==> config.mk <==
export PLATFORM = sky130hd
export DESIGN_NAME = fixed_weight_challenge_sampler
export DESIGN_NICKNAME = d
export VERILOG_FILES = /design/src/design/fwcs_pkg.sv /design/src/design/fwcs_out_buf.sv /design/src/design/fixed_weight_challenge_sampler.sv
export SDC_FILE = /design/constraint.sdc
export NUM_CORES = 2
export LEC_CHECK = 0
export ABC_CLOCK_PERIOD_IN_PS = 10720
export BUFFER_PORTS_ARGS = -buffer_cell sky130_fd_sc_hd__buf_2
export CORE_MARGIN = 3
export CORE_UTILIZATION = 35
export CTS_BUF_LIST = sky130_fd_sc_hd__clkbuf_8 sky130_fd_sc_hd__clkbuf_16
export DETAILED_ROUTE_END_ITERATION = 10
export GPL_TIMING_DRIVEN = 0
export PLACE_DENSITY_LB_ADDON = 0.12
export SYNTH_ARGS = -nofsm -noshare
export SYNTH_HDL_FRONTEND = slang
export SYNTH_SLANG_ARGS = --single-unit
==> constraint.sdc <==
create_clock -name clk_i -period 10.72 [get_ports clk_i]
set_input_delay 0.536 -clock clk_i [delete_from_list [all_inputs] [get_ports clk_i]]
set_output_delay 0.536 -clock clk_i [all_outputs]
set_load 0.03 [all_outputs]
==> src/design/fwcs_pkg.sv <==
package fwcs_pkg;

  localparam int unsigned DefPositions = 256;
  localparam int unsigned EpochW       = 6;
  localparam int unsigned CfgAddrW     = 3;

  localparam logic CfgMaxValue     = 1'b0;
  localparam logic CfgNonzeroCount = 1'b1;

  typedef struct packed {
    logic [7:0]  position;
    logic [15:0] challenge_value;
    logic        last;
  } result_t;

endpackage

==> src/design/fwcs_out_buf.sv <==
module fwcs_out_buf (
  input  logic              clk_i,
  input  logic              rst_ni,
  input  logic              push_i,
  input  fwcs_pkg::result_t push_data_i,
  output logic              full_o,
  output logic              out_valid_o,
  input  logic              out_stall_i,
  output fwcs_pkg::result_t out_data_o
);

  logic              main_v_q, main_v_d;
  logic              skid_v_q, skid_v_d;
  fwcs_pkg::result_t main_q, main_d;
  fwcs_pkg::result_t skid_q, skid_d;
  logic              pop;

  assign pop = main_v_q && !out_stall_i;

  always_comb begin
    main_v_d = main_v_q;
    skid_v_d = skid_v_q;
    main_d   = main_q;
    skid_d   = skid_q;
    if (pop) begin
      if (skid_v_q) begin
        main_d   = skid_q;
        skid_v_d = 1'b0;
      end else begin
        main_v_d = push_i;
        main_d   = push_data_i;
      end
    end else if (!main_v_q) begin
      main_v_d = push_i;
      main_d   = push_data_i;
    end else if (push_i) begin
      skid_v_d = 1'b1;
      skid_d   = push_data_i;
    end
  end

  always_ff @(posedge clk_i or negedge rst_ni) begin
    if (!rst_ni) begin
      main_v_q <= 1'b0;
      skid_v_q <= 1'b0;
    end else begin
      main_v_q <= main_v_d;
      skid_v_q <= skid_v_d;
    end
  end

  always_ff @(posedge clk_i) begin
    main_q <= main_d;
    skid_q <= skid_d;
  end

  assign full_o      = skid_v_q;
  assign out_valid_o = main_v_q;
  assign out_data_o  = main_q;

  a_no_push_when_full: assert property (@(posedge clk_i) disable iff (!rst_ni)
    push_i |-> !skid_v_q)
    else $error("result pushed into a full buffer");

  a_skid_implies_main: assert property (@(posedge clk_i) disable iff (!rst_ni)
    skid_v_q |-> main_v_q)
    else $error("skid entry held without an output entry");

  a_hold_while_stalled: assert property (@(posedge clk_i) disable iff (!rst_ni)
    (main_v_q && out_stall_i) |=> (main_v_q && $stable(main_q)))
    else $error("stalled result changed");

endmodule

==> src/design/fixed_weight_challenge_sampler.sv <==
// Fixed-weight challenge sampler.
// Input channel: one extendable-output byte per transfer (in_valid_i, in_stall_o, xof_byte_i).
// Output channel: one (position, challenge_value, last) result per accepted position/value
// pair (out_valid_o, out_stall_i). last marks the pair that completes nonzero_count.
// Configuration: APB-style port, max_value at address 0, nonzero_count at address 4.
// Throughput: one byte per cycle while in_stall_o is low. An accepted value sample pushes
// its result into the output buffer. A position sample reads the taken-tag memory; the read
// returns in the next cycle and resolves the phase for the byte arriving then: no bubble.
// Taken flags are epoch tags in one synchronous memory of POSITIONS entries; a challenge
// ends by advancing the epoch. After reset, and after every 2**EpochW-1 challenges, a
// clearing pass writes every entry, one per cycle; in_stall_o is high during the pass.
// The output has a register plus a skid entry: bytes keep being taken while one result
// waits under out_stall_i. in_stall_o rises when both are full or in a clearing pass.
// Reset clears all control state, sets max_value and nonzero_count to one, and starts the
// clearing pass.
module fixed_weight_challenge_sampler #(
  parameter int unsigned POSITIONS = fwcs_pkg::DefPositions
) (
  input  logic                          clk_i,
  input  logic                          rst_ni,
  input  logic                          in_valid_i,
  output logic                          in_stall_o,
  input  logic [7:0]                    xof_byte_i,
  output logic                          out_valid_o,
  input  logic                          out_stall_i,
  output logic [7:0]                    position_o,
  output logic [15:0]                   challenge_value_o,
  output logic                          last_o,
  input  logic                          psel,
  input  logic                          penable,
  input  logic                          pwrite,
  input  logic [fwcs_pkg::CfgAddrW-1:0] paddr,
  input  logic [31:0]                   pwdata,
  output logic [31:0]                   prdata,
  output logic                          pready
);

  localparam int unsigned AW = $clog2(POSITIONS);
  localparam int unsigned EW = fwcs_pkg::EpochW;
  localparam logic        PTwoBytes = (AW > 8);
  localparam logic [AW:0] PosLimit  = (AW + 1)'(POSITIONS);
  localparam logic [AW-1:0] SweepLast = AW'(POSITIONS - 1);
  localparam logic [EW-1:0] EpFirst   = EW'(1);
  localparam logic [EW-1:0] EpMax     = {EW{1'b1}};

  logic [EW-1:0] tag_mem [POSITIONS];
  logic [EW-1:0] rdata_q;

  logic [15:0]   max_q;
  logic [8:0]    nz_q;
  logic [7:0]    acc_q;
  logic          gath_q;
  logic          phase_q;
  logic [AW-1:0] held_q;
  logic [8:0]    cnt_q;
  logic [EW-1:0] ep_q;
  logic          pend_q;
  logic          pend_ok_q;
  logic [AW-1:0] pend_pos_q;
  logic          sweep_q;
  logic [AW-1:0] sw_cnt_q;

  logic          xfer_in;
  logic          dec_acc;
  logic          phase_eff;
  logic [AW-1:0] held_eff;
  logic [15:0]   smear_1;
  logic [15:0]   smear_2;
  logic [15:0]   smear_4;
  logic [15:0]   smear;
  logic [15:0]   vmask;
  logic          need2;
  logic          complete;
  logic [15:0]   raw;
  logic [AW-1:0] sample_pos;
  logic          inrange;
  logic [15:0]   vsample;
  logic          pos_done;
  logic          val_acc;
  logic [8:0]    cnt_inc;
  logic          last;
  logic          cfg_wr;
  logic          buf_full;
  fwcs_pkg::result_t res;
  fwcs_pkg::result_t out_data;

  assign xfer_in   = in_valid_i && !in_stall_o;
  assign dec_acc   = pend_ok_q && (rdata_q != ep_q);
  assign phase_eff = pend_q ? dec_acc : phase_q;
  assign held_eff  = pend_q ? pend_pos_q : held_q;

  assign smear_1 = max_q | (max_q >> 1);
  assign smear_2 = smear_1 | (smear_1 >> 2);
  assign smear_4 = smear_2 | (smear_2 >> 4);
  assign smear   = smear_4 | (smear_4 >> 8);
  assign vmask   = smear | 16'h0001;

  assign need2      = phase_eff ? (|max_q[15:8]) : PTwoBytes;
  assign complete   = gath_q || !need2;
  assign raw        = gath_q ? {xof_byte_i, acc_q} : {8'h00, xof_byte_i};
  assign sample_pos = raw[AW-1:0];
  assign inrange    = {1'b0, sample_pos} < PosLimit;
  assign vsample    = raw & vmask;

  assign pos_done = xfer_in && !phase_eff && complete;
  assign val_acc  = xfer_in && phase_eff && complete && (vsample != 16'h0000)
                    && (vsample <= max_q);
  assign cnt_inc  = cnt_q + 9'd1;
  assign last     = cnt_inc >= nz_q;

  assign res.position        = 8'(held_eff);
  assign res.challenge_value = max_q - vsample;
  assign res.last            = last;

  always_ff @(posedge clk_i) begin
    if (pos_done && inrange) begin
      rdata_q <= tag_mem[sample_pos];
    end
    if (sweep_q) begin
      tag_mem[sw_cnt_q] <= '0;
    end else if (val_acc) begin
      tag_mem[held_eff] <= ep_q;
    end
  end

  always_ff @(posedge clk_i or negedge rst_ni) begin
    if (!rst_ni) begin
      acc_q      <= 8'h00;
      gath_q     <= 1'b0;
      phase_q    <= 1'b0;
      held_q     <= '0;
      cnt_q      <= 9'd0;
      ep_q       <= EpFirst;
      pend_q     <= 1'b0;
      pend_ok_q  <= 1'b0;
      pend_pos_q <= '0;
      sweep_q    <= 1'b1;
      sw_cnt_q   <= '0;
    end else begin
      if (xfer_in) begin
        if (complete) begin
          gath_q <= 1'b0;
          acc_q  <= 8'h00;
        end else begin
          gath_q <= 1'b1;
          acc_q  <= xof_byte_i;
        end
      end
      if (val_acc) begin
        phase_q <= 1'b0;
      end else if (pend_q) begin
        phase_q <= dec_acc;
      end
      if (pend_q && dec_acc) begin
        held_q <= pend_pos_q;
      end
      pend_q     <= pos_done;
      pend_ok_q  <= inrange;
      pend_pos_q <= sample_pos;
      if (val_acc) begin
        cnt_q <= last ? 9'd0 : cnt_inc;
      end
      if (sweep_q) begin
        if (sw_cnt_q == SweepLast) begin
          sweep_q  <= 1'b0;
          sw_cnt_q <= '0;
        end else begin
          sw_cnt_q <= sw_cnt_q + AW'(1);
        end
      end else if (val_acc && last) begin
        if (ep_q == EpMax) begin
          ep_q    <= EpFirst;
          sweep_q <= 1'b1;
        end else begin
          ep_q <= ep_q + EpFirst;
        end
      end
    end
  end

  assign cfg_wr = psel && penable && pwrite && pready;

  always_ff @(posedge clk_i or negedge rst_ni) begin
    if (!rst_ni) begin
      max_q <= 16'd1;
      nz_q  <= 9'd1;
    end else if (cfg_wr) begin
      unique case (paddr[2])
        fwcs_pkg::CfgMaxValue:     max_q <= pwdata[15:0];
        fwcs_pkg::CfgNonzeroCount: nz_q  <= pwdata[8:0];
        default:                   max_q <= max_q;
      endcase
    end
  end

  always_comb begin
    unique case (paddr[2])
      fwcs_pkg::CfgMaxValue:     prdata = {16'h0000, max_q};
      fwcs_pkg::CfgNonzeroCount: prdata = {23'h000000, nz_q};
      default:                   prdata = 32'h00000000;
    endcase
  end

  assign pready = 1'b1;

  fwcs_out_buf u_out_buf (
    .clk_i       (clk_i),
    .rst_ni      (rst_ni),
    .push_i      (val_acc),
    .push_data_i (res),
    .full_o      (buf_full),
    .out_valid_o (out_valid_o),
    .out_stall_i (out_stall_i),
    .out_data_o  (out_data)
  );

  assign in_stall_o        = sweep_q || buf_full;
  assign position_o        = out_data.position;
  assign challenge_value_o = out_data.challenge_value;
  assign last_o            = out_data.last;

  a_no_pend_in_sweep: assert property (@(posedge clk_i) disable iff (!rst_ni)
    sweep_q |-> !pend_q)
    else $error("tag lookup pending during clearing pass");

  a_epoch_nonzero: assert property (@(posedge clk_i) disable iff (!rst_ni)
    ep_q != '0)
    else $error("current epoch collides with cleared tag");

  a_wrap_sweeps: assert property (@(posedge clk_i) disable iff (!rst_ni)
    (val_acc && last && !sweep_q && (ep_q == EpMax)) |=> (sweep_q && (ep_q == EpFirst)))
    else $error("epoch wrap did not start a clearing pass");

endmodule
* Yosys cells after proc, flatten, opt, wreduce, memory -nomap -nowiden
Memory sizes are Yosys's and may differ from the RTL's. A register that Yosys moved wholly into a read port is not among the register bits.
Cells that the tools add are included.
** Word-level totals
- Register bits after elaboration :: 129
- Bits in writable memories :: 1536
- Input port bits :: 50
- Output and inout bits :: 60
- Word-level logic and storage cells :: 102
- Memories :: 1
** Cells by class
- $add $sub $neg :: 4
- $lt $le $gt $ge :: 2
- Eq/ne operators :: 5
- Multiplexer cells :: 32
- Bitwise logic cells :: 8
- Reduce and logical (&&, ||, !) cells :: 29
** Memories
- tag_mem :: words 256, width 6, read ports 1, clocked after memory_dff 1, wr ports 1, RTL line fixed_weight_challenge_sampler.sv:46 : logic [EW-1:0] tag_mem [POSITIONS];
** Operator list (number)
- $mux 25 :: 3
- $pmux 32 s2 :: 1
- $mux 8 :: 4
- $mux 1 :: 20
- $and 16x16->16 :: 1
- $le 16x16->1 :: 1
- $mux 16 :: 1
- $or 16x12->16 :: 1
- $or 16x14->16 :: 1
- $or 16x15->16 :: 1
- $or 16x8->16 :: 1
- $reduce_bool 16->1 :: 1
- $sub 16x16->16 :: 1
- $logic_and 1x1->1 :: 13
- $mux 6 :: 2
- $add 9x1->9 const B :: 1
- $ge 9x9->1 :: 1
- $mux 9 :: 1
- $add 8x1->8 const B :: 1
- $eq 8x8->1 const B :: 1
- $reduce_and 2->1 :: 4
- $reduce_or 8->1 :: 1
- $add 6x1->6 const B :: 1
- $eq 6x6->1 const B :: 1
- other kinds (8) :: 16

* Depth between registers and ports, before layout
- Depth after elaboration :: 14
- Depth in mapped cells :: 22

* Modules after synthesis
A second synthesis with hierarchy kept.
** Unflattened totals
- Cells, all modules :: 5197
- Area, all modules :: 69556.7 µm²
** Modules (own cells, without submodules)
- fixed_weight_challenge_sampler :: times used 1, cells an instance 5110, area an instance 67571.1 µm²
- fwcs_out_buf :: times used 1, cells an instance 87, area an instance 1985.7 µm²

* Worst setup path after synthesis
No wires, ideal clock.
- Path kind :: register -> register
- Start point :: register gath_q
- End point :: memory tag_mem[0][0] in the netlist's numbering (data pin)
- Setup time :: 1.389 ns
- Arrival time :: 10.065 ns
- Required time :: 9.331 ns
- Path slack :: -0.733 ns
- Cell stages (with the launch flop) :: 21
- Path buffers :: 10
- Cells stage by stage :: dfrtp_1 > buf_2 > buf_2 > mux2i_1 > inv_2 > buf_2 > clkbuf_1 > buf_2 > buf_2 > buf_2 > ha_1 > fa_1 > nor2b_1 > o21ai_0 > a31oi_1 > o21ba_2 > o221ai_4 > buf_4 > buf_2 > buf_2 > nor2_1
** Between the ends
- Longest elaborated chain between the ends :: 10
- Elaborated cells between the ends (all ways) :: 13
** RTL lines
- start: declaration :: RTL line fixed_weight_challenge_sampler.sv:52 : logic gath_q;
- start signal: assignment :: RTL line fixed_weight_challenge_sampler.sv:129 : gath_q <= 1'b0;
- start signal: assignment :: RTL line fixed_weight_challenge_sampler.sv:142 : gath_q <= 1'b0;
- start signal: assignment :: RTL line fixed_weight_challenge_sampler.sv:145 : gath_q <= 1'b1;
- $mux 16 (*) :: RTL line fixed_weight_challenge_sampler.sv:100 : assign raw = gath_q ? {xof_byte_i, acc_q} : {8'h00, xof_byte_i};
- net raw[0] :: RTL line fixed_weight_challenge_sampler.sv:74 : logic [15:0] raw;
- $and 16x16->16 (*) :: RTL line fixed_weight_challenge_sampler.sv:103 : assign vsample = raw & vmask;
- parallel branches: the longest is 2 deep, another holds $le 16x16->1
- $logic_and 1x1->1 (*) :: RTL line fixed_weight_challenge_sampler.sv:107 : && (vsample <= max_q);
- $mux 1 (*) :: RTL line fixed_weight_challenge_sampler.sv:121 : end else if (val_acc) begin
- $mux 1 (*) :: RTL line fixed_weight_challenge_sampler.sv:119 : if (sweep_q) begin
- $mux 1 (not written as such) (*) :: RTL line fixed_weight_challenge_sampler.sv:122 : tag_mem[held_eff] <= ep_q;
- $reduce_or 6->1 (no line) (*)
- $mux 6 (no line) (*)
- end: declaration :: RTL line fixed_weight_challenge_sampler.sv:46
Mark *: on every way through the listed nets, which the timed path passes.

* Final worst setup path
- Start point :: register gath_q
- End point :: memory tag_mem[236][2] in the netlist's numbering, enable pin
** Between the ends
- Longest elaborated chain between the ends :: 10
- Elaborated cells between the ends (all ways) :: 14
** RTL lines (RTL line)
- $mux 16 (*) :: fixed_weight_challenge_sampler.sv:100
- net raw[1] :: fixed_weight_challenge_sampler.sv:74
- $and 16x16->16 (*) :: fixed_weight_challenge_sampler.sv:103
- parallel branches: the longest is 2 deep, another holds $le 16x16->1
- $logic_and 1x1->1 (*) :: fixed_weight_challenge_sampler.sv:107
- $mux 1 (*) :: fixed_weight_challenge_sampler.sv:121
- $mux 1 (*) :: fixed_weight_challenge_sampler.sv:119
- $mux 1 (not written as such) (*) :: fixed_weight_challenge_sampler.sv:122
- $reduce_or 6->1 (no line)
- $mux 8 (no line) / $mux 1 (equally long branches)
Marked as above.

==> metrics.md <==
| Metric | Value |
|---|---|
| Synth top area share | 0.6977 |
| Failing checks | capacitance limit, slew limit |
| Vias | 46045 |
| Number of synthesized flops with an enable pin | 1592 |
| Residual DRC | 0 |
| Clock-pin slew on the worst setup and hold paths | 0.06 ns |
| Post-CTS Setup Bufs | 0 |
| Synth Register Bits | 1671 |
| Final period util | 0.9789 |
| Fin crit period | 10.49 ns |
| Pwr dens | 181.5 nW/um^2 |
| Clk pwr share | 0.427 |
| Synth top area cells | edfxtp_1, nand2_1, nand3_1 |
| NetSw | 3.550 mW |
| # IOs | 110 |
| Core Area | 193600 um^2 |
| Clock latency on the worst-skew pair | 0.86 ns |
| Hold WC Path Type | in2reg |
| Post-DRT Antenna Nets | 0 |
| Post-CTS Resized | 0 |
| Sw Ratio | 0.2468 |
| Met2 Use GR | 0.4132 |
| Cell count after synthesis | 5073 |
| Global-route wire length before repair | 371800 um |
| CP max FO | 10 |
| Register area | 49790 um^2 |
| Internal power | 10.83 mW |
| Busiest grt layer | met2 |
| Pwr Total | 14.38 mW |
| 1st-pass router iterations | 5 |
| Reg power frac | 0.497 |
| Vias in the first global route | 43390 |
| Filler cells | 18092 |
| Crit path required time | 11.16 ns |
| CP Capture Type | flop |
| Crit-path most repeated cell | clkbuf_1 |
| CTS tree | yes |
| Clock tree root driver cell | clkbuf_16 |
| Final Max Tran Viols | 54 |
| Die Area | 201100 um^2 |
| Initial core utilization | 0.3539 |
| Crit path largest cell delay | 1.20 ns |
| Rel. slew slack | -0.1390 |
| Critical Path, Cell by Cell | buf_2 > buf_2 > mux2i_1 > clkbuf_1 > inv_1 > clkbuf_1 > clkbuf_1 > clkbuf_1 > buf_1 > o21ai_0 > inv_1 > fa_1 > nor2b_1 > o21ai_0 > a31oi_1 > o21ba_2 > o221ai_4 > nor3_2 > o22ai_1 > clkbuf_1 > nor2_1 |
| Longest Clk Path Bufs | 3 |
| Syn Std Cell Area | 68520 um^2 |
| Worst vdd ir | 0.0001138 V |
| FP Rows | 161 |
| Status | finished with violations |
| Slowest cell on the critical path | clkbuf_1 |
| Multi-input logic area | 17230 um^2 |
| Maxcap violations | 9 |
| Final wirelength | 279400 um |
| Gpl congestion | 1.021 |
| Worst path top cell family by delay | buffers and inverters |
| Worst-Margin Slew | 1.709 ns |
| Die Width | 448.4 um |
| Routed length per instance | 34.14 um |
| Yosys warns | 0 |
| CP arrival | 10.94 ns |
| Die Height | 448.4 um |
| Post-CTS Hold Fix Bufs | 21 |
| Final clock skew | 0.03648 ns |
| Gate power share | 0.076 |
| GRT Total Usage | 0.2739 |
| Nets@finish | 5496 |
| GR met3 Demand/Resource | 0.08494 |
| M1 GR Usage | 0.3580 |
| Mean Syn Cell Area | 13.51 um^2 |
| Final hold viol count | 0 |
| Synthesis-to-layout area growth | 15.68% |
| Worst Setup Start Kind | flop |
| Sequential share of the synthesized area | 0.7267 |
| Vias per cell | 5.626 |
| WS Path Type | reg2reg |
| CTS H-tree lvls | 4 |
| Pin count of the biggest net entering global routing | 85 |
| Fraction of registers with async set/reset | 0.04728 |
| Synth cell count leaders | edfxtp_1, nand2_1, nand3_1 |
| RSZ-0062 raised after global routing | false |
| Bufs and invs on worst path | 10 |
| Grt total ovfl | 0 |
| Setup TNS Final | 0 ns |
| Total of endpoints with negative setup slack in the final report | 0 |
| Clock sink count | 1671 |
| Initial antenna violation count | 26 |
| Dominant cell by count in the synthesized netlist | edfxtp_1 |
| Maximum clock rate | 95.30 MHz |
| First DRT Iteration DRCs | 5634 |
| Layout cells sized above 1 | 0.1222 |
| Num CTS Buffers | 185 |
| Leading area contributor after synthesis | edfxtp_1 |
| Post-DP HPWL | 204700 um |
| Buffers on Ports | 72 |
| LEAKAGE | 25.21 nW |
| Top FF cell, synth | edfxtp_1 |
| Final hold slack | 0.06763 ns |
| Cell variety after synth | 80 |
## logic make-up after synthesis
logic type | count (synthesis) | synth area share
muxes | 191 | 0.04427
and+or+nand+nor | 2294 | 0.1448
AOI/OAI and AO/OA | 486 | 0.05108
buffers and inverters | 369 | 0.02374
adders and majority gates | 28 | 0.005223
xor gates and xnor gates | 32 | 0.004091
DFF | 1671 | 0.7267
other | 2 | 0.0001096
## stage by stage
step	instances	worst slack, ns	util	instance area (um^2)
after floorplan	5089	-0.7332	-	68580
after global placement	7769	-15.13	0.3730	72200
after global routing	8173	0.03863	0.4093	79230
after CTS	8171	0.4432	0.4092	79220
final	8185	0.2264	0.4094	79260
after detailed placement	7817	0.4572	0.3784	73250
## sequential cells by signal, summed over array words and instances, names as in the netlist
register	count
tag_mem	1536
u_out_buf.out_data_o	25
u_out_buf.skid_q	25
max_q	16
cnt_q	9
nz_q	9
acc_q	8
held_q	8
pend_pos_q	8
sw_cnt_q	8
ep_q	6
rdata_q	6
gath_q	1
pend_ok_q	1
pend_q	1
phase_q	1
sweep_q	1
u_out_buf.full_o	1
u_out_buf.out_valid_o	1
## path summary, 6_finish.rpt
check	cells past startpoint	endpoint	slack, ns	startpoint
setup / recovery	21	tag_mem[236][2]	0.23	gath_q
hold / removal	2	acc_q[7]	0.07	xof_byte_i[7]
setup reg to reg	21	tag_mem[236][2]	0.23	gath_q
hold reg to reg	1	held_q[4]	0.50	pend_pos_q[4]
max in group asynchronous	3	ep_q[0]	9.84	rst_ni
min in group asynchronous	2	held_q[6]	0.21	rst_ni
## cells in the final DEF (no fill, tap or decap), types with 19 or more instances in the layout
cell / synthesis / routed
edfxtp_1: 1592 / 1592
nand2_1: 1195 / 1194
nand3_1: 539 / 539
nor2_1: 320 / 316
clkbuf_16: 0 / 189
clkbuf_1: 176 / 172
buf_2: 73 / 146
a21oi_1: 131 / 131
a31oi_1: 115 / 115
mux4_2: 84 / 84
inv_1: 38 / 77
nand4_1: 76 / 76
dfrtp_1: 75 / 75
mux2_2: 56 / 56
o21ai_0: 55 / 54
mux2i_1: 51 / 49
clkinv_1: 2 / 43
buf_1: 44 / 42
a32oi_1: 42 / 42
a311oi_1: 39 / 39
buf_4: 28 / 34
nor3_1: 33 / 33
and3_1: 31 / 31
clkinv_2: 0 / 31
ha_1: 27 / 27
nor2b_1: 23 / 23
dlygate4sd3_1: 0 / 21
buf_12: 0 / 20
xnor2_1: 19 / 19
## cell type report
cell class                 count  area share
inverter                      42    0.001989
antenna                       13   0.0004104
tap                         2608     0.04117
buffer                       327     0.01863
clock inverter               143     0.01279
multi-input combinational   3049      0.2173
clock buffer                 190     0.05984
sequential                  1671      0.6281
timing repair buffer         142     0.01970
## metal layers
layer,wire [um],vias to the layer above,share of wire
li1,-,19550,-
met3,29380,536,0.11
met1,111200,23479,0.40
met4,15290,8,0.055
met2,123500,2472,0.44
met5,46,-,0.00016
## power by group through the flow
| stage | registers, mW | logic [mW] | clock network (mW) |
|---|---|---|---|
| 6_report | 7.16 | 1.09 | 6.14 |
| 5_1_grt | 7.16 | 1.14 | 6.44 |
| 4_1_cts | 7.16 | 1.07 | 6.20 |
| 3_5_place_dp | 7.29 | 1.06 | 0 |
| 3_3_place_gp | 7.29 | 1.05 | 0 |
| 2_1_floorplan | 7.34 | 0.532 | 0 |
(Power assumes the default switching activity.)
